==> config.mk <==
export PLATFORM = sky130hd
export DESIGN_NAME = sorted_store_insert_and_search_flat
export DESIGN_NICKNAME = d
export VERILOG_FILES = /design/src/rtl/ssis_pkg.sv /design/src/rtl/ssis_if.sv /design/src/rtl/ssis_ram.sv /design/src/rtl/ssis_cmp.sv /design/src/rtl/sorted_store_insert_and_search.sv /design/src/flat_wrapper.sv
export SDC_FILE = /design/constraint.sdc
export NUM_CORES = 2
export LEC_CHECK = 0
export ABC_AREA = 1
export BUFFER_PORTS_ARGS = -buffer_cell sky130_fd_sc_hd__buf_2
export CAP_MARGIN = 20
export CELL_PAD_IN_SITES_DETAIL_PLACEMENT = 2
export CELL_PAD_IN_SITES_GLOBAL_PLACEMENT = 2
export CORE_UTILIZATION = 47
export CTS_CLUSTER_SIZE = 40
export DETAILED_ROUTE_END_ITERATION = 8
export PLACE_DENSITY_LB_ADDON = 0.1
export SETUP_SLACK_MARGIN = 0.4
export SYNTH_ARGS = -nofsm -noshare
export SYNTH_HDL_FRONTEND = slang
export SYNTH_SLANG_ARGS = --single-unit
==> constraint.sdc <==
create_clock -name clk -period 11.9 [get_ports clk]
set_input_delay 3.57 -clock clk [delete_from_list [all_inputs] [get_ports clk]]
set_output_delay 3.57 -clock clk [all_outputs]
set_load 0.02 [all_outputs]
==> src/rtl/ssis_pkg.sv <==
// shared types and constants for the sorted store with insert and search
`timescale 1ns / 1ps
`default_nettype none

package ssis_pkg;

    localparam int VALUE_W = 32;
    localparam int FILL_W  = 7;

    typedef logic [1:0] opcode_t;

    localparam opcode_t OP_CLEAR  = 2'd0;
    localparam opcode_t OP_INSERT = 2'd1;
    localparam opcode_t OP_SEARCH = 2'd2;

    localparam logic STATUS_OK   = 1'b0;
    localparam logic STATUS_FULL = 1'b1;

    typedef logic signed [VALUE_W-1:0] value_t;

    // outcome of one signed compare of a stored entry against the operand
    typedef struct packed {
        logic eq;
        logic gt;
    } cmp_res_t;

endpackage

`default_nettype wire

==> src/rtl/ssis_if.sv <==
// command and response channel interfaces
`timescale 1ns / 1ps
`default_nettype none

interface ssis_cmd_if
    import ssis_pkg::*;
();
    logic    valid;
    logic    ready;
    opcode_t opcode;
    value_t  value;

    modport source (output valid, output opcode, output value, input ready);
    modport sink   (input valid, input opcode, input value, output ready);
endinterface

interface ssis_rsp_if
    import ssis_pkg::*;
();
    logic              valid;
    logic              ready;
    logic              found;
    logic              status;
    logic [FILL_W-1:0] fill_count;

    modport source (output valid, output found, output status, output fill_count,
                    input ready);
    modport sink   (input valid, input found, input status, input fill_count,
                    output ready);
endinterface

`default_nettype wire

==> src/rtl/ssis_ram.sv <==
// generic simple dual port ram, one write port and one registered read port
`timescale 1ns / 1ps
`default_nettype none

module ssis_ram #(
    parameter int WIDTH = 32,
    parameter int DEPTH = 64
) (
    input  wire logic                     clk,
    input  wire logic                     we,
    input  wire logic [$clog2(DEPTH)-1:0] waddr,
    input  wire logic [WIDTH-1:0]         wdata,
    input  wire logic [$clog2(DEPTH)-1:0] raddr,
    output logic      [WIDTH-1:0]         rdata
);

    logic [WIDTH-1:0] mem [DEPTH];

    always_ff @(posedge clk)
    begin
        if (we)
        begin
            mem[waddr] <= wdata;
        end
        rdata <= mem[raddr];
    end

endmodule

`default_nettype wire

==> src/rtl/ssis_cmp.sv <==
// shared signed comparator used by both insert shifting and search
`timescale 1ns / 1ps
`default_nettype none

module ssis_cmp
    import ssis_pkg::*;
(
    input  wire value_t   entry,
    input  wire value_t   operand,
    output cmp_res_t      res
);

    always_comb
    begin
        res.eq = (entry == operand);
        res.gt = (entry > operand);
    end

endmodule

`default_nettype wire

==> src/rtl/sorted_store_insert_and_search.sv <==
// top level: sorted store with insert, binary search and clear
//
// usage
//   cmd channel carries opcode and value; rsp channel returns found, status and
//   fill_count, exactly one rsp transaction per cmd transaction, in order
//   clear empties the store, insert places value at its sorted position
//   (equal values land after those held), search reports whether value is held;
//   an insert into a full store returns status 1, an unused opcode changes nothing
// sequence, from cmd acceptance to the load of the response register
//   clear, unused opcode, insert into a full store: straight to the load
//   insert: reads the entry below the hole, then compares (on an empty store it
//   writes the value at once); larger entries move up one place per cycle
//   search: each probe is a ram read at the midpoint followed by its compare,
//   as the registered ram read comes ahead of each compare
//   cmd.ready returns the cycle after the load
// reset and stall
//   rst_n clears the entry count and the sequencer; ram contents are not cleared
//   a response waits in the output register while rsp.ready is low; the next
//   command is accepted meanwhile and its result is held back until it frees
`timescale 1ns / 1ps
`default_nettype none

module sorted_store_insert_and_search
    import ssis_pkg::*;
#(
    parameter int MAX_ENTRIES = 64
) (
    input  wire logic   clk,
    input  wire logic   rst_n,
    ssis_cmd_if.sink    cmd,
    ssis_rsp_if.source  rsp
);

    localparam int AW = $clog2(MAX_ENTRIES);
    localparam int CW = $clog2(MAX_ENTRIES + 1);

    typedef enum logic [2:0] {
        S_IDLE,
        S_INS_RD,
        S_INS_CMP,
        S_INS_PUT,
        S_SRCH_RD,
        S_SRCH_CMP,
        S_FIN
    } state_t;

    state_t            state_reg, state_next;
    logic [AW-1:0]     j_reg, j_next;          // insert hole position
    logic [CW-1:0]     count_reg, count_next;
    logic [CW-1:0]     lo_reg, lo_next;        // search window [lo, hi1)
    logic [CW-1:0]     hi1_reg, hi1_next;
    value_t            x_reg, x_next;
    logic              found_reg, found_next;
    logic              status_reg, status_next;
    logic              out_valid_reg, out_valid_next;
    logic              out_found_reg, out_found_next;
    logic              out_status_reg, out_status_next;
    logic [FILL_W-1:0] out_fill_reg, out_fill_next;

    // ram port signals
    logic              mem_we;
    logic [AW-1:0]     mem_waddr;
    logic [AW-1:0]     mem_raddr;
    value_t            mem_wdata;
    value_t            mem_rdata;

    cmp_res_t          cmp;

    // midpoint of the search window, floor((lo + hi) / 2) with hi = hi1 - 1
    logic [CW:0]       mid_sum;
    logic [CW-1:0]     mid_cnt;
    logic [AW-1:0]     mid;

    assign mid_sum = {1'b0, lo_reg} + {1'b0, hi1_reg} - (CW + 1)'(1);
    assign mid_cnt = mid_sum[CW:1];
    assign mid     = mid_cnt[AW-1:0];

    ssis_ram #(
        .WIDTH (VALUE_W),
        .DEPTH (MAX_ENTRIES)
    ) u_ram (
        .clk   (clk),
        .we    (mem_we),
        .waddr (mem_waddr),
        .wdata (mem_wdata),
        .raddr (mem_raddr),
        .rdata (mem_rdata)
    );

    // one comparator serves every step of insert and search
    ssis_cmp u_cmp (
        .entry   (mem_rdata),
        .operand (x_reg),
        .res     (cmp)
    );

    assign cmd.ready      = (state_reg == S_IDLE);
    assign rsp.valid      = out_valid_reg;
    assign rsp.found      = out_found_reg;
    assign rsp.status     = out_status_reg;
    assign rsp.fill_count = out_fill_reg;

    always_comb
    begin
        state_next      = state_reg;
        j_next          = j_reg;
        count_next      = count_reg;
        lo_next         = lo_reg;
        hi1_next        = hi1_reg;
        x_next          = x_reg;
        found_next      = found_reg;
        status_next     = status_reg;
        out_valid_next  = out_valid_reg && !rsp.ready;
        out_found_next  = out_found_reg;
        out_status_next = out_status_reg;
        out_fill_next   = out_fill_reg;

        mem_we    = 1'b0;
        mem_waddr = j_reg;
        mem_wdata = x_reg;
        mem_raddr = mid;

        case (state_reg)
            S_IDLE:
            begin
                if (cmd.valid)
                begin
                    x_next      = cmd.value;
                    found_next  = 1'b0;
                    status_next = STATUS_OK;
                    case (cmd.opcode)
                        OP_CLEAR:
                        begin
                            count_next = '0;
                            state_next = S_FIN;
                        end
                        OP_INSERT:
                        begin
                            if (count_reg == CW'(MAX_ENTRIES))
                            begin
                                status_next = STATUS_FULL;
                                state_next  = S_FIN;
                            end
                            else
                            begin
                                j_next     = count_reg[AW-1:0];
                                state_next = (count_reg == '0) ? S_INS_PUT : S_INS_RD;
                            end
                        end
                        OP_SEARCH:
                        begin
                            lo_next    = '0;
                            hi1_next   = count_reg;
                            state_next = S_SRCH_RD;
                        end
                        default:
                        begin
                            state_next = S_FIN;
                        end
                    endcase
                end
            end

            // fetch the entry just below the hole
            S_INS_RD:
            begin
                mem_raddr  = j_reg - AW'(1);
                state_next = S_INS_CMP;
            end

            // larger entry moves up into the hole while the next one is read; else the value fills the hole
            S_INS_CMP:
            begin
                mem_raddr = j_reg - AW'(2);
                mem_we    = 1'b1;
                if (cmp.gt)
                begin
                    mem_wdata = mem_rdata;
                    j_next    = j_reg - AW'(1);
                    if (j_reg == AW'(1))
                    begin
                        state_next = S_INS_PUT;
                    end
                end
                else
                begin
                    count_next = count_reg + CW'(1);
                    state_next = S_FIN;
                end
            end

            S_INS_PUT:
            begin
                mem_we     = 1'b1;
                count_next = count_reg + CW'(1);
                state_next = S_FIN;
            end

            // probe read at the midpoint, or stop on an empty window
            S_SRCH_RD:
            begin
                state_next = (lo_reg < hi1_reg) ? S_SRCH_CMP : S_FIN;
            end

            S_SRCH_CMP:
            begin
                if (cmp.eq)
                begin
                    found_next = 1'b1;
                    state_next = S_FIN;
                end
                else
                begin
                    if (cmp.gt)
                    begin
                        hi1_next = mid_cnt;
                    end
                    else
                    begin
                        lo_next = mid_cnt + CW'(1);
                    end
                    state_next = S_SRCH_RD;
                end
            end

            // hand the result to the output register once it is free
            S_FIN:
            begin
                if (!out_valid_reg || rsp.ready)
                begin
                    out_valid_next  = 1'b1;
                    out_found_next  = found_reg;
                    out_status_next = status_reg;
                    out_fill_next   = FILL_W'(count_reg);
                    state_next      = S_IDLE;
                end
            end

            default:
            begin
                state_next = S_IDLE;
            end
        endcase
    end

    always_ff @(posedge clk or negedge rst_n)
    begin
        if (!rst_n)
        begin
            state_reg      <= S_IDLE;
            count_reg      <= '0;
            out_valid_reg  <= 1'b0;
            j_reg          <= '0;
            lo_reg         <= '0;
            hi1_reg        <= '0;
            x_reg          <= '0;
            found_reg      <= 1'b0;
            status_reg     <= STATUS_OK;
            out_found_reg  <= 1'b0;
            out_status_reg <= STATUS_OK;
            out_fill_reg   <= '0;
        end
        else
        begin
            state_reg      <= state_next;
            count_reg      <= count_next;
            out_valid_reg  <= out_valid_next;
            j_reg          <= j_next;
            lo_reg         <= lo_next;
            hi1_reg        <= hi1_next;
            x_reg          <= x_next;
            found_reg      <= found_next;
            status_reg     <= status_next;
            out_found_reg  <= out_found_next;
            out_status_reg <= out_status_next;
            out_fill_reg   <= out_fill_next;
        end
    end

endmodule

`default_nettype wire
==> src/flat_wrapper.sv <==
// flat-port wrapper written by rule: the top's interface ports become plain ports
module sorted_store_insert_and_search_flat import ssis_pkg::*;
#(
    parameter int MAX_ENTRIES = 64
)
  (clk, rst_n, cmd_valid, cmd_opcode, cmd_value, cmd_ready, rsp_valid, rsp_found, rsp_status, rsp_fill_count, rsp_ready);
  ssis_cmd_if cmd_i ();
  ssis_rsp_if rsp_i ();
  input  wire logic clk;
  input  wire logic rst_n;
  input wire logic [$bits(cmd_i.valid)-1:0] cmd_valid;
  input wire logic [$bits(cmd_i.opcode)-1:0] cmd_opcode;
  input wire logic [$bits(cmd_i.value)-1:0] cmd_value;
  output wire logic [$bits(cmd_i.ready)-1:0] cmd_ready;
  output wire logic [$bits(rsp_i.valid)-1:0] rsp_valid;
  output wire logic [$bits(rsp_i.found)-1:0] rsp_found;
  output wire logic [$bits(rsp_i.status)-1:0] rsp_status;
  output wire logic [$bits(rsp_i.fill_count)-1:0] rsp_fill_count;
  input wire logic [$bits(rsp_i.ready)-1:0] rsp_ready;
  assign cmd_i.valid = cmd_valid;
  assign cmd_i.opcode = cmd_opcode;
  assign cmd_i.value = cmd_value;
  assign cmd_ready = cmd_i.ready;
  assign rsp_valid = rsp_i.valid;
  assign rsp_found = rsp_i.found;
  assign rsp_status = rsp_i.status;
  assign rsp_fill_count = rsp_i.fill_count;
  assign rsp_i.ready = rsp_ready;
  sorted_store_insert_and_search #(.MAX_ENTRIES(MAX_ENTRIES)) u_core (.clk(clk), .rst_n(rst_n), .cmd(cmd_i), .rsp(rsp_i));
endmodule
==> flow_summary.ini <==
[outcome]
status = finished clean

[global_routing]
grt-ovfl-total = 0
grt_pass1_wl_um = 528000
antenna_found_initial = 10
track_usage_pct = 35.4
grt_start_max_net_pins = 189
grt_pass1_vias = 76300

[route]
ant_nets = 0
drtIter0Drc = 7595
avgViaCountPerCell = 6.26
wirelength_um = 366000
wl_per_cell_um = 32.4
vias = 70800
drc_errors = 0
drt_pre_antenna_iters = 5

[sta]
final_max_slew_viol_count = 0
rsz0062_at_grt = false
min_period_ps = 5940
tightestPinTransition_ps = 1230
setup_viol = 0
fin_ws_ps = 5960
hold_violations = 0
fin_crit_sh_pct = 50.0
fin_setup_tns_ps = 0
fmax_mhz = 168
skew_ps = 42.6
slew_headroom_pct = 17.4

[synth]
synth_common_cells = nand3_1, edfxtp_1, nand2_1, inv_1, nand3b_1
netlist.area_leader.share_pct = 64.7
synth_top_area_cell = edfxtp_1
synth_area_leaders = edfxtp_1, nand3_1, nand2_1, nand3b_1, inv_1
syn_inst = 8567
yosysSeqAreaShare_pct = 67.3
synthFlopType = edfxtp_1
avgSynthCellArea_um2 = 11.1
synth-seq-cells = 2154
syn_area_mm2 = 0.0951
ys_types = 41
synth_edf_count = 2048
async_flop_share_pct = 3.44
synth_warnings = 0
synth.most_common_cell = nand3_1
syn_nets = 8669

[floorplan]
dieArea_mm2 = 0.204
die_x_um = 452
core_area_mm2 = 0.200
start_util_pct = 47.4
die_h_um = 452
io_pins = 49
fp-row-count = 164

[critical_path]
cp_common_cell = nand3_1
rr_endpoint = u_core.u_ram.rdata[26]$_DFF_P_
path_delay_family = buffers and inverters
crit_slowest_cell = buf_4
crit_path_max_incr_delay_ps = 890
cp-end-kind = flip-flop
cp.depth = 16
cp-startpoint = u_core.lo_reg[1]$_DFFE_PN0P_
endpoint = u_core.u_ram.rdata[26]$_DFF_P_
arrival_ps = 6730
critical_path_peak_fanout = 85
reg2reg_depth = 16
crit_required_ps = 12690
cp-start-kind = flip-flop
crit_chain = inv_1, ha_1, inv_1, ha_1, nand2_8, buf_4, buf_4, buf_4, nand3_1, nand2_1, nand2_1, nand3_1, nand3_1, nand3_1, nand3_1, nand2_1
crit_buf_inv = 5
critical_path_class = flip-flop to flip-flop
r2r_slack_ps = 5960
rr_startpoint = u_core.lo_reg[1]$_DFFE_PN0P_

[clock_tree]
cts_num_sinks = 2154
ctsHoldBuffers = 0
root_buffer = clkbuf_16
cts_tree = done
clk_path_buf_depth = 3
ctsHtreeMaxLevel = 4
clk_pin_slew_worst_paths_ps = 60
cts_resized = 0
clock_latency_ps = 900
postCtsSetupBuffers = 0
numCtsBuffers = 228

[job]
maxCapViolations = 0

[finish]
nNetsFinal = 8552
syn_to_final_growth_pct = 11.0
largest_reg_flops = 2048
final_util_pct = 52.7
drive_gt1_share_pct = 7.52

[place]
dp_hpwl_um = 192000
io_buffers = 48
dpl_worst_slack_ps = 6070
gp_congestion = 0.845

[worst_hold_path]
hp-class = flip-flop to flip-flop
==> layout by cell type, fill, tap and decap left out, types with 8 or more instances in the layout <==
cell type     n
dfrtp_1      74
nand3b_1    761
xor2_1       13
inv_1      1020
o211ai_1     34
nor2_1       34
nand4_1       8
ha_1         63
o21ai_0      75
nor2_4       66
buf_12       12
clkinv_1     48
buf_2        47
dfxtp_1      32
clkinv_2     36
nand3_1    2057
clkbuf_8      8
edfxtp_1   2048
nand2_1    1600
o21ai_4      33
clkbuf_1     85
buf_4       166
a21oi_1      25
clkbuf_16   233
bufinv_16     9
==> logic make-up after synthesis <==
logic type,count (synthesis),share of synthesized area [%]
AO/OA/AOI/OAI,183,1.10
XOR/XNOR,16,0.147
adder cells (fa/ha/maj),64,0.850
buffers and inverters,1606,6.89
flip-flops,2154,67.3
multiplexers,2,0.0237
AND/OR/NAND/NOR,4542,23.7
==> worst min path at each step <==
stage | startpoint | slack (ps) | cells after the start | to
3_5_place_dp | u_core.hi1_reg[2]$_DFFE_PN0P_ | 470 | 2 | u_core.hi1_reg[2]$_DFFE_PN0P_
3_3_place_gp | u_core.hi1_reg[6]$_DFFE_PN0P_ | 460 | 2 | u_core.hi1_reg[6]$_DFFE_PN0P_
4_1_cts | u_core.hi1_reg[2]$_DFFE_PN0P_ | 480 | 2 | u_core.hi1_reg[2]$_DFFE_PN0P_
5_1_grt | u_core.hi1_reg[6]$_DFFE_PN0P_ | 510 | 2 | u_core.hi1_reg[6]$_DFFE_PN0P_
6_report | u_core.hi1_reg[2]$_DFFE_PN0P_ | 480 | 2 | u_core.hi1_reg[2]$_DFFE_PN0P_
2_1_floorplan | u_core.hi1_reg[1]$_DFFE_PN0P_ | 440 | 2 | u_core.hi1_reg[1]$_DFFE_PN0P_
==> through the flow <==
step / cell area, µm² / std cells / hold WS (ps)
final: 106000 / 11300 / 476
after global routing: 106000 / 11300 / 511
after CTS: 105000 / 11300 / 482
after detailed placement: 98400 / 10900 / 469
after global placement: 98400 / 10900 / 461
after floorplan: 95100 / 8567 / 442
==> final cells by class <==
class,count,area (µm²)
timing repair buffer,228,1790
clock buffer,326,6260
sequential,2154,64000
clock inverter,103,764
inverter,1031,3890
fill,19400,94900
antenna,7,17.5
multi-input combinational,4807,25500
tap,2656,3320
==> layer usage <==
metal	vias to the layer above	GRT usage [%]	routed length, µm
met5	-	0	23
met4	4	13.0	14100
met3	759	5.08	25600
met2	2974	59.6	178000
met1	37600	46.7	148000
li1	29400	-	-
==> worst min-delay path, stage by stage (launching register included) <==
cell	delay, ps
dfrtp_1	340
nand2_1	60
nand2_1	50
Power is left out: the tool's default activity adds up to more than one toggle a clock period on the data nets, which glitch-free logic cannot reach.
